<file path="config.mk">
export PLATFORM = sky130hd
export DESIGN_NAME = framed_command_byte_parser_top_flat
export DESIGN_NICKNAME = d
export VERILOG_FILES = /design/src/rtl/core/fcbp_pkg.sv /design/src/rtl/core/fcbp_in_if.sv /design/src/rtl/core/fcbp_out_if.sv /design/src/rtl/core/fcbp_front.sv /design/src/rtl/core/fcbp_queue.sv /design/src/rtl/core/fcbp_back.sv /design/src/rtl/core/framed_command_byte_parser_top.sv /design/src/flat_wrapper.sv
export SDC_FILE = /design/constraint.sdc
export NUM_CORES = 1
export LEC_CHECK = 0
export ABC_AREA = 1
export ABC_CLOCK_PERIOD_IN_PS = 2900
export BUFFER_PORTS_ARGS = -buffer_cell sky130_fd_sc_hd__buf_2
export CAP_MARGIN = 30
export CORE_MARGIN = 1.5
export CORE_UTILIZATION = 34
export DETAILED_ROUTE_END_ITERATION = 8
export SKIP_LAST_GASP = 1
export SYNTH_ARGS = -nofsm -noshare
export SYNTH_HDL_FRONTEND = slang
export SYNTH_SLANG_ARGS = --single-unit
</file>
<file path="constraint.sdc">
create_clock -name i_clk -period 2.9 [get_ports i_clk]
set_input_delay 0.145 -clock i_clk [delete_from_list [all_inputs] [get_ports i_clk]]
set_output_delay 0.145 -clock i_clk [all_outputs]
set_load 0.005 [all_outputs]
</file>
<file path="src/rtl/core/fcbp_pkg.sv">
`default_nettype none
// ----------------------------------------------------------------------------
// fcbp_pkg: shared types for the framed command byte parser
// Frame phases, event codes and the classified word that the front passes on.
// ----------------------------------------------------------------------------
package fcbp_pkg;

    typedef enum logic [2:0] {
        PH_HUNT   = 3'd0,
        PH_TYPE   = 3'd1,
        PH_LEN_HI = 3'd2,
        PH_LEN_LO = 3'd3,
        PH_DATA   = 3'd4,
        PH_CHECK  = 3'd5
    } t_phase;

    typedef enum logic [2:0] {
        EV_NONE      = 3'd0,
        EV_ANGLE     = 3'd1,
        EV_COMMAND   = 3'd2,
        EV_BAD_SUM   = 3'd3,
        EV_IGNORED   = 3'd4,
        EV_LEN_ABORT = 3'd5
    } t_event;

    typedef struct packed {
        t_event     evt;
        logic [7:0] joint_id;
        logic [7:0] angle;
        logic [7:0] command_code;
    } t_rec;

endpackage
`default_nettype wire

</file>
<file path="src/rtl/core/fcbp_in_if.sv">
`default_nettype none
// ----------------------------------------------------------------------------
// fcbp_in_if: received byte channel
// Valid/ready channel carrying one serial byte per word.
// ----------------------------------------------------------------------------
interface fcbp_in_if;
    logic       valid;
    logic       ready;
    logic [7:0] rx_byte;

    modport source (output valid, output rx_byte, input ready);
    modport sink   (input valid, input rx_byte, output ready);
endinterface
`default_nettype wire

</file>
<file path="src/rtl/core/fcbp_out_if.sv">
`default_nettype none
// ----------------------------------------------------------------------------
// fcbp_out_if: parser event channel
// Valid/ready channel carrying one event word per received byte.
// ----------------------------------------------------------------------------
interface fcbp_out_if;
    logic       valid;
    logic       ready;
    logic [2:0] event_res;
    logic [7:0] joint_id;
    logic [7:0] angle;
    logic [7:0] command_code;
    logic       control_mode;

    modport source (output valid, output event_res, output joint_id, output angle,
                    output command_code, output control_mode, input ready);
    modport sink   (input valid, input event_res, input joint_id, input angle,
                    input command_code, input control_mode, output ready);
endinterface
`default_nettype wire

</file>
<file path="src/rtl/core/fcbp_front.sv">
`default_nettype none
// ----------------------------------------------------------------------------
// fcbp_front: frame tracker
// Hunts for the header, collects length, payload and checksum, and turns every
// received byte into one classified event word.
// ----------------------------------------------------------------------------
module fcbp_front #(
    parameter int PAYLOAD_KEPT = 3,
    parameter int MAX_LENGTH   = 256
) (
    input  wire logic          i_clk,
    input  wire logic          i_rst_n,
    input  wire logic          i_cfg_wr_en,
    input  wire logic [7:0]    i_cfg_wr_data,
    fcbp_in_if.sink            i_rx,
    output logic               o_push_valid,
    output fcbp_pkg::t_rec     o_push_rec,
    input  wire logic          i_push_ready
);
    import fcbp_pkg::*;

    localparam int CW = $clog2(MAX_LENGTH + 1);

    t_phase          r_phase, n_phase;
    logic [7:0]      r_header;
    logic [7:0]      r_len_hi, n_len_hi;
    logic [CW-1:0]   r_frame_len, n_frame_len;
    logic [CW-1:0]   r_count, n_count;
    logic [7:0]      r_sum, n_sum;
    logic [7:0]      r_store [PAYLOAD_KEPT];
    logic [7:0]      n_store [PAYLOAD_KEPT];
    logic            accept;
    logic [15:0]     full_len;
    logic [CW-1:0]   count_inc;
    logic [7:0]      sum_add;
    t_rec            rec;

    assign accept       = i_rx.valid && i_push_ready;
    assign i_rx.ready   = i_push_ready;
    assign o_push_valid = i_rx.valid;
    assign o_push_rec   = rec;
    assign full_len     = {r_len_hi, i_rx.rx_byte};
    assign count_inc    = r_count + CW'(1);
    assign sum_add      = r_sum + i_rx.rx_byte;

    always_ff @(posedge i_clk) begin
        if (!i_rst_n) begin
            r_header <= 8'hFD;
        end else if (i_cfg_wr_en) begin
            r_header <= i_cfg_wr_data;
        end
    end

    always_ff @(posedge i_clk) begin
        if (!i_rst_n) begin
            r_phase     <= PH_HUNT;
            r_len_hi    <= '0;
            r_frame_len <= '0;
            r_count     <= '0;
            r_sum       <= '0;
            for (int k = 0; k < PAYLOAD_KEPT; k++) begin
                r_store[k] <= '0;
            end
        end else if (accept) begin
            r_phase     <= n_phase;
            r_len_hi    <= n_len_hi;
            r_frame_len <= n_frame_len;
            r_count     <= n_count;
            r_sum       <= n_sum;
            r_store     <= n_store;
        end
    end

    always_comb begin
        n_phase          = r_phase;
        n_len_hi         = r_len_hi;
        n_frame_len      = r_frame_len;
        n_count          = r_count;
        n_sum            = r_sum;
        n_store          = r_store;
        rec.evt          = EV_NONE;
        rec.joint_id     = '0;
        rec.angle        = '0;
        rec.command_code = '0;
        unique case (r_phase)
            PH_TYPE: begin
                n_phase = (i_rx.rx_byte != 8'd0) ? PH_LEN_HI : PH_HUNT;
            end
            PH_LEN_HI: begin
                n_sum    = sum_add;
                n_len_hi = i_rx.rx_byte;
                n_phase  = PH_LEN_LO;
            end
            PH_LEN_LO: begin
                n_sum = sum_add;
                if (full_len == 16'd0 || full_len > 16'(MAX_LENGTH)) begin
                    rec.evt = EV_LEN_ABORT;
                    n_phase = PH_HUNT;
                end else begin
                    n_frame_len = full_len[CW-1:0];
                    n_phase     = PH_DATA;
                end
            end
            PH_DATA: begin
                n_sum = sum_add;
                for (int k = 0; k < PAYLOAD_KEPT; k++) begin
                    if (32'(r_count) == k) begin
                        n_store[k] = i_rx.rx_byte;
                    end
                end
                n_count = count_inc;
                if (count_inc >= r_frame_len) begin
                    n_phase = PH_CHECK;
                end
            end
            PH_CHECK: begin
                // dispatch on the first three payload bytes
                if (r_sum != i_rx.rx_byte) begin
                    rec.evt = EV_BAD_SUM;
                end else if ((r_store[0] | r_store[1]) != 8'd0 && r_store[2] == 8'd0) begin
                    rec.evt      = EV_ANGLE;
                    rec.joint_id = r_store[0];
                    rec.angle    = r_store[1];
                end else if ((r_store[0] | r_store[1]) == 8'd0 && r_store[2] != 8'd0) begin
                    rec.evt          = EV_COMMAND;
                    rec.command_code = r_store[2];
                end else begin
                    rec.evt = EV_IGNORED;
                end
                n_phase = PH_HUNT;
            end
            default: begin
                n_frame_len = '0;
                n_count     = '0;
                n_sum       = '0;
                n_phase     = (i_rx.rx_byte == r_header) ? PH_TYPE : PH_HUNT;
            end
        endcase
    end

    a_count_below_len: assert property (@(posedge i_clk) disable iff (!i_rst_n)
        r_phase == PH_DATA |-> r_count < r_frame_len)
        else $error("payload count reached frame length in data phase");

    a_len_in_range: assert property (@(posedge i_clk) disable iff (!i_rst_n)
        r_phase == PH_DATA |-> r_frame_len != '0 && 32'(r_frame_len) <= MAX_LENGTH)
        else $error("frame length out of range in data phase");

endmodule
`default_nettype wire

</file>
<file path="src/rtl/core/fcbp_queue.sv">
`default_nettype none
// ----------------------------------------------------------------------------
// fcbp_queue: two-word event queue
// Decouples the frame tracker from the dispatch stage.
// ----------------------------------------------------------------------------
module fcbp_queue (
    input  wire logic          i_clk,
    input  wire logic          i_rst_n,
    input  wire logic          i_push_valid,
    input  fcbp_pkg::t_rec     i_push_rec,
    output logic               o_push_ready,
    output logic               o_pop_valid,
    output fcbp_pkg::t_rec     o_pop_rec,
    input  wire logic          i_pop_ready
);
    import fcbp_pkg::*;

    localparam logic [1:0] DEPTH = 2'd2;

    t_rec       r_mem [2];
    logic       r_wr_ptr, n_wr_ptr;
    logic       r_rd_ptr, n_rd_ptr;
    logic [1:0] r_count, n_count;
    logic       push, pop;

    assign o_push_ready = (r_count != DEPTH);
    assign o_pop_valid  = (r_count != 2'd0);
    assign o_pop_rec    = r_mem[r_rd_ptr];
    assign push         = i_push_valid && o_push_ready;
    assign pop          = o_pop_valid && i_pop_ready;

    always_comb begin
        n_wr_ptr = push ? ~r_wr_ptr : r_wr_ptr;
        n_rd_ptr = pop ? ~r_rd_ptr : r_rd_ptr;
        n_count  = r_count + 2'(push) - 2'(pop);
    end

    always_ff @(posedge i_clk) begin
        if (!i_rst_n) begin
            r_wr_ptr <= 1'b0;
            r_rd_ptr <= 1'b0;
            r_count  <= '0;
        end else begin
            r_wr_ptr <= n_wr_ptr;
            r_rd_ptr <= n_rd_ptr;
            r_count  <= n_count;
        end
    end

    always_ff @(posedge i_clk) begin
        if (push) begin
            r_mem[r_wr_ptr] <= i_push_rec;
        end
    end

    a_count_max: assert property (@(posedge i_clk) disable iff (!i_rst_n)
        r_count <= DEPTH)
        else $error("event queue over capacity");

    a_ptr_gap: assert property (@(posedge i_clk) disable iff (!i_rst_n)
        (r_count == 2'd1) == (r_wr_ptr != r_rd_ptr))
        else $error("event queue pointers disagree with count");

endmodule
`default_nettype wire

</file>
<file path="src/rtl/core/fcbp_back.sv">
`default_nettype none
// ----------------------------------------------------------------------------
// fcbp_back: dispatch stage
// Applies each event word to the mode flag and holds it in the output register.
// ----------------------------------------------------------------------------
module fcbp_back (
    input  wire logic          i_clk,
    input  wire logic          i_rst_n,
    input  wire logic          i_pop_valid,
    input  fcbp_pkg::t_rec     i_pop_rec,
    output logic               o_pop_ready,
    fcbp_out_if.source         o_ev
);
    import fcbp_pkg::*;

    logic r_valid, n_valid;
    t_rec r_rec;
    logic r_mode, n_mode;
    logic pop;

    assign o_pop_ready = !r_valid || o_ev.ready;
    assign pop         = i_pop_valid && o_pop_ready;

    always_comb begin
        n_valid = r_valid;
        n_mode  = r_mode;
        if (o_ev.ready) begin
            n_valid = 1'b0;
        end
        if (pop) begin
            n_valid = 1'b1;
            if (i_pop_rec.evt == EV_ANGLE) begin
                n_mode = 1'b0;
            end else if (i_pop_rec.evt == EV_COMMAND) begin
                n_mode = 1'b1;
            end
        end
    end

    always_ff @(posedge i_clk) begin
        if (!i_rst_n) begin
            r_valid <= 1'b0;
            r_mode  <= 1'b0;
        end else begin
            r_valid <= n_valid;
            r_mode  <= n_mode;
        end
    end

    always_ff @(posedge i_clk) begin
        if (pop) begin
            r_rec <= i_pop_rec;
        end
    end

    assign o_ev.valid        = r_valid;
    assign o_ev.event_res    = r_rec.evt;
    assign o_ev.joint_id     = r_rec.joint_id;
    assign o_ev.angle        = r_rec.angle;
    assign o_ev.command_code = r_rec.command_code;
    assign o_ev.control_mode = r_mode;

    a_mode_hold: assert property (@(posedge i_clk) disable iff (!i_rst_n)
        !(pop && (i_pop_rec.evt == EV_ANGLE || i_pop_rec.evt == EV_COMMAND))
        |=> $stable(r_mode))
        else $error("mode changed without a dispatched frame");

endmodule
`default_nettype wire

</file>
<file path="src/rtl/core/framed_command_byte_parser_top.sv">
`default_nettype none
// ----------------------------------------------------------------------------
// framed_command_byte_parser_top: framed command byte parser
// Parses header/type/length/payload/checksum frames from a byte stream.
// ----------------------------------------------------------------------------
// Takes one received byte per word on i_rx and returns exactly one event word
// per byte on o_ev, in order. Sustained rate is one byte per clock while o_ev
// is ready: the frame tracker updates its phase, length, count, checksum and
// kept payload bytes. A two-word queue between the tracker and the dispatch
// stage holds each event word before the output register does. The header
// byte resets to 0xFD and is rewritten through i_cfg_wr_en/i_cfg_wr_data; the
// user must do so only while the parser is idle; the block does not check.
// control_mode gives the mode after the event's byte (0 learning, 1 control).
module framed_command_byte_parser_top #(
    parameter int PAYLOAD_KEPT = 3,
    parameter int MAX_LENGTH   = 256
) (
    input  wire logic       i_clk,
    input  wire logic       i_rst_n,
    input  wire logic       i_cfg_wr_en,
    input  wire logic [7:0] i_cfg_wr_data,
    fcbp_in_if.sink         i_rx,
    fcbp_out_if.source      o_ev
);
    import fcbp_pkg::*;

    logic push_valid, push_ready;
    t_rec push_rec;
    logic pop_valid, pop_ready;
    t_rec pop_rec;

    fcbp_front #(
        .PAYLOAD_KEPT (PAYLOAD_KEPT),
        .MAX_LENGTH   (MAX_LENGTH)
    ) u_front (
        .i_clk         (i_clk),
        .i_rst_n       (i_rst_n),
        .i_cfg_wr_en   (i_cfg_wr_en),
        .i_cfg_wr_data (i_cfg_wr_data),
        .i_rx          (i_rx),
        .o_push_valid  (push_valid),
        .o_push_rec    (push_rec),
        .i_push_ready  (push_ready)
    );

    fcbp_queue u_queue (
        .i_clk        (i_clk),
        .i_rst_n      (i_rst_n),
        .i_push_valid (push_valid),
        .i_push_rec   (push_rec),
        .o_push_ready (push_ready),
        .o_pop_valid  (pop_valid),
        .o_pop_rec    (pop_rec),
        .i_pop_ready  (pop_ready)
    );

    fcbp_back u_back (
        .i_clk       (i_clk),
        .i_rst_n     (i_rst_n),
        .i_pop_valid (pop_valid),
        .i_pop_rec   (pop_rec),
        .o_pop_ready (pop_ready),
        .o_ev        (o_ev)
    );

endmodule
`default_nettype wire
</file>
<file path="src/flat_wrapper.sv">
// flat-port wrapper written by rule: the top's interface ports become plain ports
module framed_command_byte_parser_top_flat import fcbp_pkg::*;
#(
    parameter int PAYLOAD_KEPT = 3,
    parameter int MAX_LENGTH   = 256
)
  (i_clk, i_rst_n, i_cfg_wr_en, i_cfg_wr_data, i_rx_valid, i_rx_rx_byte, i_rx_ready, o_ev_valid, o_ev_event_res, o_ev_joint_id, o_ev_angle, o_ev_command_code, o_ev_control_mode, o_ev_ready);
  fcbp_in_if i_rx_i ();
  fcbp_out_if o_ev_i ();
  input  wire logic i_clk;
  input  wire logic i_rst_n;
  input  wire logic i_cfg_wr_en;
  input  wire logic [7:0] i_cfg_wr_data;
  input wire logic [$bits(i_rx_i.valid)-1:0] i_rx_valid;
  input wire logic [$bits(i_rx_i.rx_byte)-1:0] i_rx_rx_byte;
  output wire logic [$bits(i_rx_i.ready)-1:0] i_rx_ready;
  output wire logic [$bits(o_ev_i.valid)-1:0] o_ev_valid;
  output wire logic [$bits(o_ev_i.event_res)-1:0] o_ev_event_res;
  output wire logic [$bits(o_ev_i.joint_id)-1:0] o_ev_joint_id;
  output wire logic [$bits(o_ev_i.angle)-1:0] o_ev_angle;
  output wire logic [$bits(o_ev_i.command_code)-1:0] o_ev_command_code;
  output wire logic [$bits(o_ev_i.control_mode)-1:0] o_ev_control_mode;
  input wire logic [$bits(o_ev_i.ready)-1:0] o_ev_ready;
  assign i_rx_i.valid = i_rx_valid;
  assign i_rx_i.rx_byte = i_rx_rx_byte;
  assign i_rx_ready = i_rx_i.ready;
  assign o_ev_valid = o_ev_i.valid;
  assign o_ev_event_res = o_ev_i.event_res;
  assign o_ev_joint_id = o_ev_i.joint_id;
  assign o_ev_angle = o_ev_i.angle;
  assign o_ev_command_code = o_ev_i.command_code;
  assign o_ev_control_mode = o_ev_i.control_mode;
  assign o_ev_i.ready = o_ev_ready;
  framed_command_byte_parser_top #(.PAYLOAD_KEPT(PAYLOAD_KEPT), .MAX_LENGTH(MAX_LENGTH)) u_core (.i_clk(i_clk), .i_rst_n(i_rst_n), .i_cfg_wr_en(i_cfg_wr_en), .i_cfg_wr_data(i_cfg_wr_data), .i_rx(i_rx_i), .o_ev(o_ev_i));
endmodule
</file>
After elaboration in Yosys (flattened, before gate mapping)
Memory sizes are Yosys's and may differ from the RTL's. A register that Yosys moved wholly into a read port is not among the register bits.
Index checks and enable logic that the tools add are counted.
{"block": "totals", "regBits": 102, "ram_bits": 54, "in_bits": 21, "memories": 1, "wordCells": 102, "output_inout_bits": 30}
{"name": "u_core.u_queue.r_mem", "depth": 2, "word_bits": 27, "read_ports": 1, "rd_ports_with_merged_regs": 1, "wr": 1, "line_no": "fcbp_queue.sv:20", "source": "t_rec r_mem [2];"}
{"block": "op_classes", "n_eq_ne": 14, "addsub": 4, "mux": 27, "reduce_logical": 30, "order_cmp": 2, "bitwise_logic": 6}
{"operator": "two-way mux 24 bit", "count": 2}
{"operator": "one-hot mux 9 bit (2 select lines)", "count": 2}
{"operator": "nonzero test 8 bit", "count": 3}
{"operator": "two-way mux 3 bit", "count": 6}
{"operator": "> comparator 16 x 9 -> 1 bit, second input constant", "count": 1}
{"operator": "zero test 16 bit", "count": 1}
{"operator": "zero test 8 bit", "count": 2}
{"operator": "two-way mux 16 bit", "count": 1}
{"operator": "two-way mux 8 bit", "count": 2}
{"operator": "one-hot mux 8 bit (2 select lines)", "count": 1}
{"operator": "one-hot mux 3 bit (5 select lines)", "count": 1}
{"operator": "AND reduction 3 bit", "count": 4}
{"operator": "AND reduction 2 bit", "count": 5}
{"operator": "adder 9 x 1 -> 9 bit, second input constant", "count": 1}
{"operator": "== test 3 x 2 -> 1 bit, second input constant", "count": 3}
{"operator": "== test 9 x 1 -> 1 bit, second input constant", "count": 1}
{"operator": "== test 9 x 2 -> 1 bit, second input constant", "count": 1}
{"operator": ">= comparator 9 bit", "count": 1}
{"operator": "zero test 9 bit", "count": 1}
{"operator": "two-way mux 1 bit", "count": 9}
{"operator": "two-way mux 9 bit", "count": 1}
{"operator": "adder 8 bit", "count": 1}
{"operator": "== test 8 bit", "count": 1}
{"operator": "inequality test 8 bit", "count": 1}
{"operator": "16 further kinds", "count": 31}

Longest topological paths before layout
{"block": "logic_depth", "depth_word": 7, "ltp_mapped": 18, "depth_no_buf": 18}

Modules after synthesis
A second synthesis with hierarchy kept.
{"block": "unflattened", "cells_unflattened": 729, "hier_area_um2": 7228.2}
{"mod": "fcbp_front", "instances": 1, "area_per_inst_um2": 4012.6, "cells_per_inst": 565}
{"mod": "fcbp_queue", "instances": 1, "area_per_inst_um2": 2292.2, "cells_per_inst": 120}
{"mod": "fcbp_back", "instances": 1, "area_per_inst_um2": 923.4, "cells_per_inst": 44}

Least setup slack after synthesis
No wires, ideal clock.
{"block": "synth_timing", "kind": "reg-to-reg", "from": "register u_core.u_queue.r_count[1]", "to": "register u_core.u_queue.r_count[1]", "slack_ns": 0.019, "t_arrival_ns": 2.811, "stages_incl_launch_ff": 9, "path_buffers": 0, "setup_ns": 0.070, "required_ns": 2.830, "cell_sequence": "dfxtp_1 nor2_1 nor2_1 ha_1 inv_1 ha_1 xor2_1 o21ai_0 a21oi_1"}
{"block": "synth_via", "elab_chain_cells": 4}
{"element": "start: declaration", "line_no": "fcbp_queue.sv:23", "source": "logic [1:0] r_count, n_count;"}
{"element": "start signal: assignment", "line_no": "fcbp_queue.sv:46", "source": "r_count <= n_count;"}
{"element": "inequality test 2 bit", "line_no": "fcbp_queue.sv:26", "source": "assign o_push_ready = (r_count != DEPTH);"}
{"element": "logical AND 1 bit", "line_no": "fcbp_queue.sv:29", "source": "assign push = i_push_valid && o_push_ready;"}
{"element": "adder 2 x 1 -> 2 bit", "line_no": "fcbp_queue.sv:35", "source": "n_count = r_count + 2'(push) - 2'(pop);"}
{"element": "subtractor 2 x 1 -> 2 bit *", "line_no": "fcbp_queue.sv:35"}
Mark *: on every way between the ends. The rest lies on a longest branch, timed or not.
A chain may end at the register's enable or synchronous reset.

Worst setup path after layout
{"block": "layout_timing", "from": "register u_core.u_front.r_count[0]", "to": "register u_core.u_front.r_phase[0]"}
{"block": "layout_via", "elab_chain_cells": 4}
{"element": "start: declaration", "line_no": "fcbp_front.sv:28", "source": "logic [CW-1:0] r_count, n_count;"}
{"element": "start signal: assignment", "line_no": "fcbp_front.sv:68", "source": "r_count <= n_count;"}
{"element": "adder 9 x 1 -> 9 bit", "line_no": "fcbp_front.sv:43", "source": "assign count_inc = r_count + CW'(1);"}
{"element": ">= comparator 9 bit", "line_no": "fcbp_front.sv:112", "source": "if (count_inc >= r_frame_len) begin"}
{"element": "inequality test 2 bit (no source line)"}
{"element": "AND reduction 2 bit (no source line)"}
{"element": "end signal: assignment", "line_no": "fcbp_front.sv:65", "source": "r_phase <= n_phase;"}
{"element": "end: declaration", "line_no": "fcbp_front.sv:24", "source": "t_phase r_phase, n_phase;"}
Every way passes these cells.

==> results.rst <==
.. list-table::
   :header-rows: 1

   * - Metric
     - Value
   * - Die Area
     - 21800 um2
   * - Final HPWL from detailed placement
     - 10400 um
   * - Yosys warning total
     - 0
   * - Clock slew at the register clock pins of the worst setup and hold paths
     - ~0.06 ns
   * - Fraction of power consumed by combinational cells
     - 22.4%
   * - Syn Nets
     - 807
   * - Worst-margin pin slew
     - 0.784 ns
   * - Clock network latency to the later pin of the worst-skew pair
     - 0.42 ns
   * - Ratio of cells with drive above 1 in the final layout
     - approximately 16%
   * - Aggregate routed wire length
     - between 10000 and 15000 um
   * - Clock root cell
     - clkbuf_16
   * - Starting density of the core
     - 35.0%
   * - Worst Setup End Kind
     - register
   * - Final critical-path setup slack
     - between 0.3 and 0.4 ns
   * - Pin count of the biggest net entering global routing
     - 43
   * - Met3 demand-to-capacity share in global routing
     - under 10%
   * - Final period util
     - 86.2%
   * - Number of CTS-inserted buffers
     - 17
   * - Share of synthesized area occupied by flip-flops and latches
     - 55.5%
   * - Status
     - complete, no violations
   * - Cell internal power dissipation
     - about 4.8 mW
   * - Worst Skew
     - just over 0.006 ns
   * - Hold violation count in the final report
     - 0
   * - Share of the synthesized area in compound gates (AO/OA/AOI/OAI)
     - 8.08%
   * - Clock power share
     - 33.3%
   * - Max frequency
     - approximately 0.4 GHz
   * - Die H
     - ~150 um
   * - Final max-slew violation count
     - 0
   * - Hold buffer count at CTS
     - 7
   * - Area fraction in and, or, nand and nor cells after synthesis
     - 19.4%
   * - Gate Count Post-Synth
     - 760
   * - Launch point of the worst reg-to-reg path
     - u_core.u_front.r_count[0]
   * - Source of the worst hold timing path
     - i_cfg_wr_data[1]
   * - Critical Path Max Stage Delay
     - 0.40 ns
   * - Initial antenna violation count
     - 0
   * - Critical path arrival
     - 2.86 ns
   * - Number of storage elements in the synthesis netlist
     - 157
   * - Net Sw Frac
     - 29.0%
   * - Xor and xnor fraction of the mapped netlist area
     - 1.11%
   * - # port buffers
     - 50
   * - Met2 routing resource usage after global routing
     - 23.9%
   * - Dominant combinational cell family by area after synthesis
     - simple AND/OR/NAND/NOR gates
   * - Number of maximum-capacitance violations
     - 0
   * - Total vias in the final route
     - 5027
   * - Maximum vdd ir drop
     - 309 uV
   * - Final #Nets
     - approximately 870
   * - Deepest clock path buffer count
     - 2
   * - 1st-pass router iterations
     - 4
   * - Busiest layer in global routing
     - met2
   * - Via count of the first global-routing pass
     - 4800
   * - Min cycle time layout
     - about 2.5 ns
   * - Clk sink count
     - 157
   * - Most frequent cells in the layout
     - nand2_1, inv_1, nor2_1
   * - Synth Area in Adders
     - 4.67%
   * - Most common cell after layout, fill and taps aside
     - nand2_1
   * - Setup repair after global routing missed its margin
     - false
   * - Highest-delay cell along the critical path
     - dfxtp_1
   * - Origin of the worst setup path
     - u_core.u_front.r_count[0]
   * - Synth cell types
     - 39
   * - First-pass GRT wire length
     - 23900 um
   * - Synth Cell Area
     - 7120 um2
   * - WHS
     - around 0.024 ns
   * - Highest net fanout along the worst path
     - 5
   * - Post-route cell area
     - 8310 um2
   * - Iteration-0 DRC Markers
     - 307
   * - CTS HTree Levels
     - 4
   * - CTS tree
     - yes
   * - Synth Area per Inst
     - 9.37 um2
   * - Cells resized by post-CTS repair
     - 0
   * - Minimum setup slack among reg-to-reg paths
     - 0.40 ns
   * - Most common cell on crit path
     - nand2_1
   * - Relative area change from synthesis to final layout
     - 16.7%
   * - Kind of critical path
     - register to register
   * - DR vias/cell
     - 4.55
   * - Die span in x
     - 148 um
   * - Post-Place Setup Slack
     - approximately 0.42 ns
   * - Power Dens Cells
     - 810 nW/um2
   * - LEAKAGE
     - 3.53 nW
   * - Switching power
     - 1.96 mW
   * - Multiplexer area fraction after synthesis
     - between 3 and 4%
   * - Count of buffers added by post-CTS timing repair for setup
     - 0
   * - DP Area
     - 7640 um2
   * - Crit path required time
     - 3.26 ns
   * - Core region area
     - 20400 um2
   * - Cells along the critical path
     - ha_1 -> nand3_1 -> inv_1 -> nand4_1 -> nor2_1 -> nand2_1 -> and2_1 -> ha_1 -> nand2_1 -> nor2_1 -> nand2_1 -> nor2_1 -> nor2_1 -> nand2_1 -> nand2_1 -> nand2_1 -> nand2_1 -> nor2_1
   * - Worst hold-check path type
     - primary input to register
   * - All-layer global routing usage
     - 14.0%
   * - Critical path launch point type
     - register
   * - Post-DR wirelength/cell
     - 13.2 um
   * - GPL Wtd Cong
     - 0.850
   * - Row count
     - 52
   * - Io pins
     - 51
   * - Number of antenna repair diodes
     - 0
   * - Part of the power in registers
     - around 44%
   * - Total overflow reported by the global router
     - 0
   * - # setup viols final
     - 0
   * - Final-layout setup total negative slack
     - 0 ns
   * - Met1 track utilization from global routing
     - 17.4%
   * - DRC violation count after routing
     - 0
   * - Detail Route Antenna Nets
     - 0
   * - Relative slew slack
     - 47.7%
## per-stage QoR
step	std cells	power, mW	utilization [%]
floorplan	760	4.05	-
global placement	1065	4.52	37.5
detailed placement	1065	4.55	37.5
CTS	1104	6.80	40.8
global route	1104	7.12	40.8
finish	1104	6.73	40.8
## cell families (layout without fill, tap and decap cells)
group,Yosys count,in the layout
compound gates,108,108
xor+xnor,9,9
fa+ha+maj,26,26
buf+inv,127,201
flops,157,157
mux,24,24
simple gates,309,309
## worst max-delay path: cells and delay by family (launching register included)
family / cells / cell delay, ns
adders and majority gates: 2 / 0.49
buffers and inverters: 1 / 0.08
and+or+nand+nor: 15 / 1.47
DFF: 1 / 0.40
## routing by layer
metal | vias up | routed length (um)
li1 | 2626 | -
met1 | 2289 | 6860
met2 | 93 | 6970
met3 | 19 | 517
met4 | 0 | 222
met5 | - | 0
## power groups by stage
stage	Sequential [mW]	Clock [mW]	Combinational (mW)
6_report	2.98	2.24	1.51
5_1_grt	3.02	2.38	1.71
4_1_cts	2.99	2.28	1.53
3_5_place_dp	3.03	0	1.51
3_3_place_gp	3.02	0	1.51
2_1_floorplan	3.04	0	1.00
## cells in the mapped netlist
library cell	n	area share, %
xor2_1	7	0.86
nand3_2	2	0.28
buf_4	4	0.42
nor2_4	2	0.32
a21boi_4	1	0.26
nor3_4	1	0.23
nand2_4	4	0.63
nor4_1	4	0.35
nand3_4	1	0.25
mux2_2	24	3.8
o21ai_0	38	2.7
nor2_1	85	4.5
nand3_1	26	1.8
buf_1	2	0.11
o21bai_1	3	0.32
inv_2	3	0.16
a31oi_1	1	0.088
or2_1	1	0.088
and2_1	1	0.088
o31ai_1	1	0.11
buf_2	7	0.49
nand2_2	5	0.44
inv_1	100	5.3
edfxtp_1	81	34
fa_1	1	0.28
a211oi_1	3	0.32
nor3_1	27	1.9
xnor2_1	2	0.25
ha_1	25	4.4
nor4_4	1	0.30
clkinv_1	1	0.053
buf_6	4	0.63
a21oi_1	60	4.2
nand4_1	10	0.88
a21boi_0	1	0.11
nand2_1	138	7.3
or2_2	1	0.088
clkbuf_1	6	0.32
dfxtp_1	76	21
## flip-flops by register name, indices dropped and copies added, names as in the netlist, 2 cells and up, named ones only
register and cells:
u_core.u_front.r_sum 8, u_core.u_front.r_store 24, u_core.u_back.o_ev.joint_id 8, u_core.u_front.r_header 8
u_core.u_front.r_frame_len 9, u_core.u_front.r_phase 3, u_core.u_back.o_ev.event_res 3, u_core.u_queue.r_mem 54
u_core.u_back.o_ev.command_code 8, u_core.u_front.r_count 9, u_core.u_back.o_ev.angle 8, u_core.u_front.r_len_hi 8
u_core.u_queue.r_count 2
## layout make-up
cell class	instances	area, um2
clock buffers	22	474
clock inverters	10	128
fillers	1990	12100
inverters	104	390
multi-input cells	476	2650
flip-flops and latches	157	3950
well taps	270	338
repair buffers	65	380
## final timing paths
| path | endpoint | cells past startpoint |
|---|---|---|
| max | u_core.u_front.r_phase[0] | 18 |
| min reg2reg | u_core.u_front.r_frame_len[8] | 2 |
| min | u_core.u_front.r_header[1] | 3 |
| max reg2reg | u_core.u_front.r_phase[0] | 18 |
Note: power is estimated with default switching activity, not from simulation.
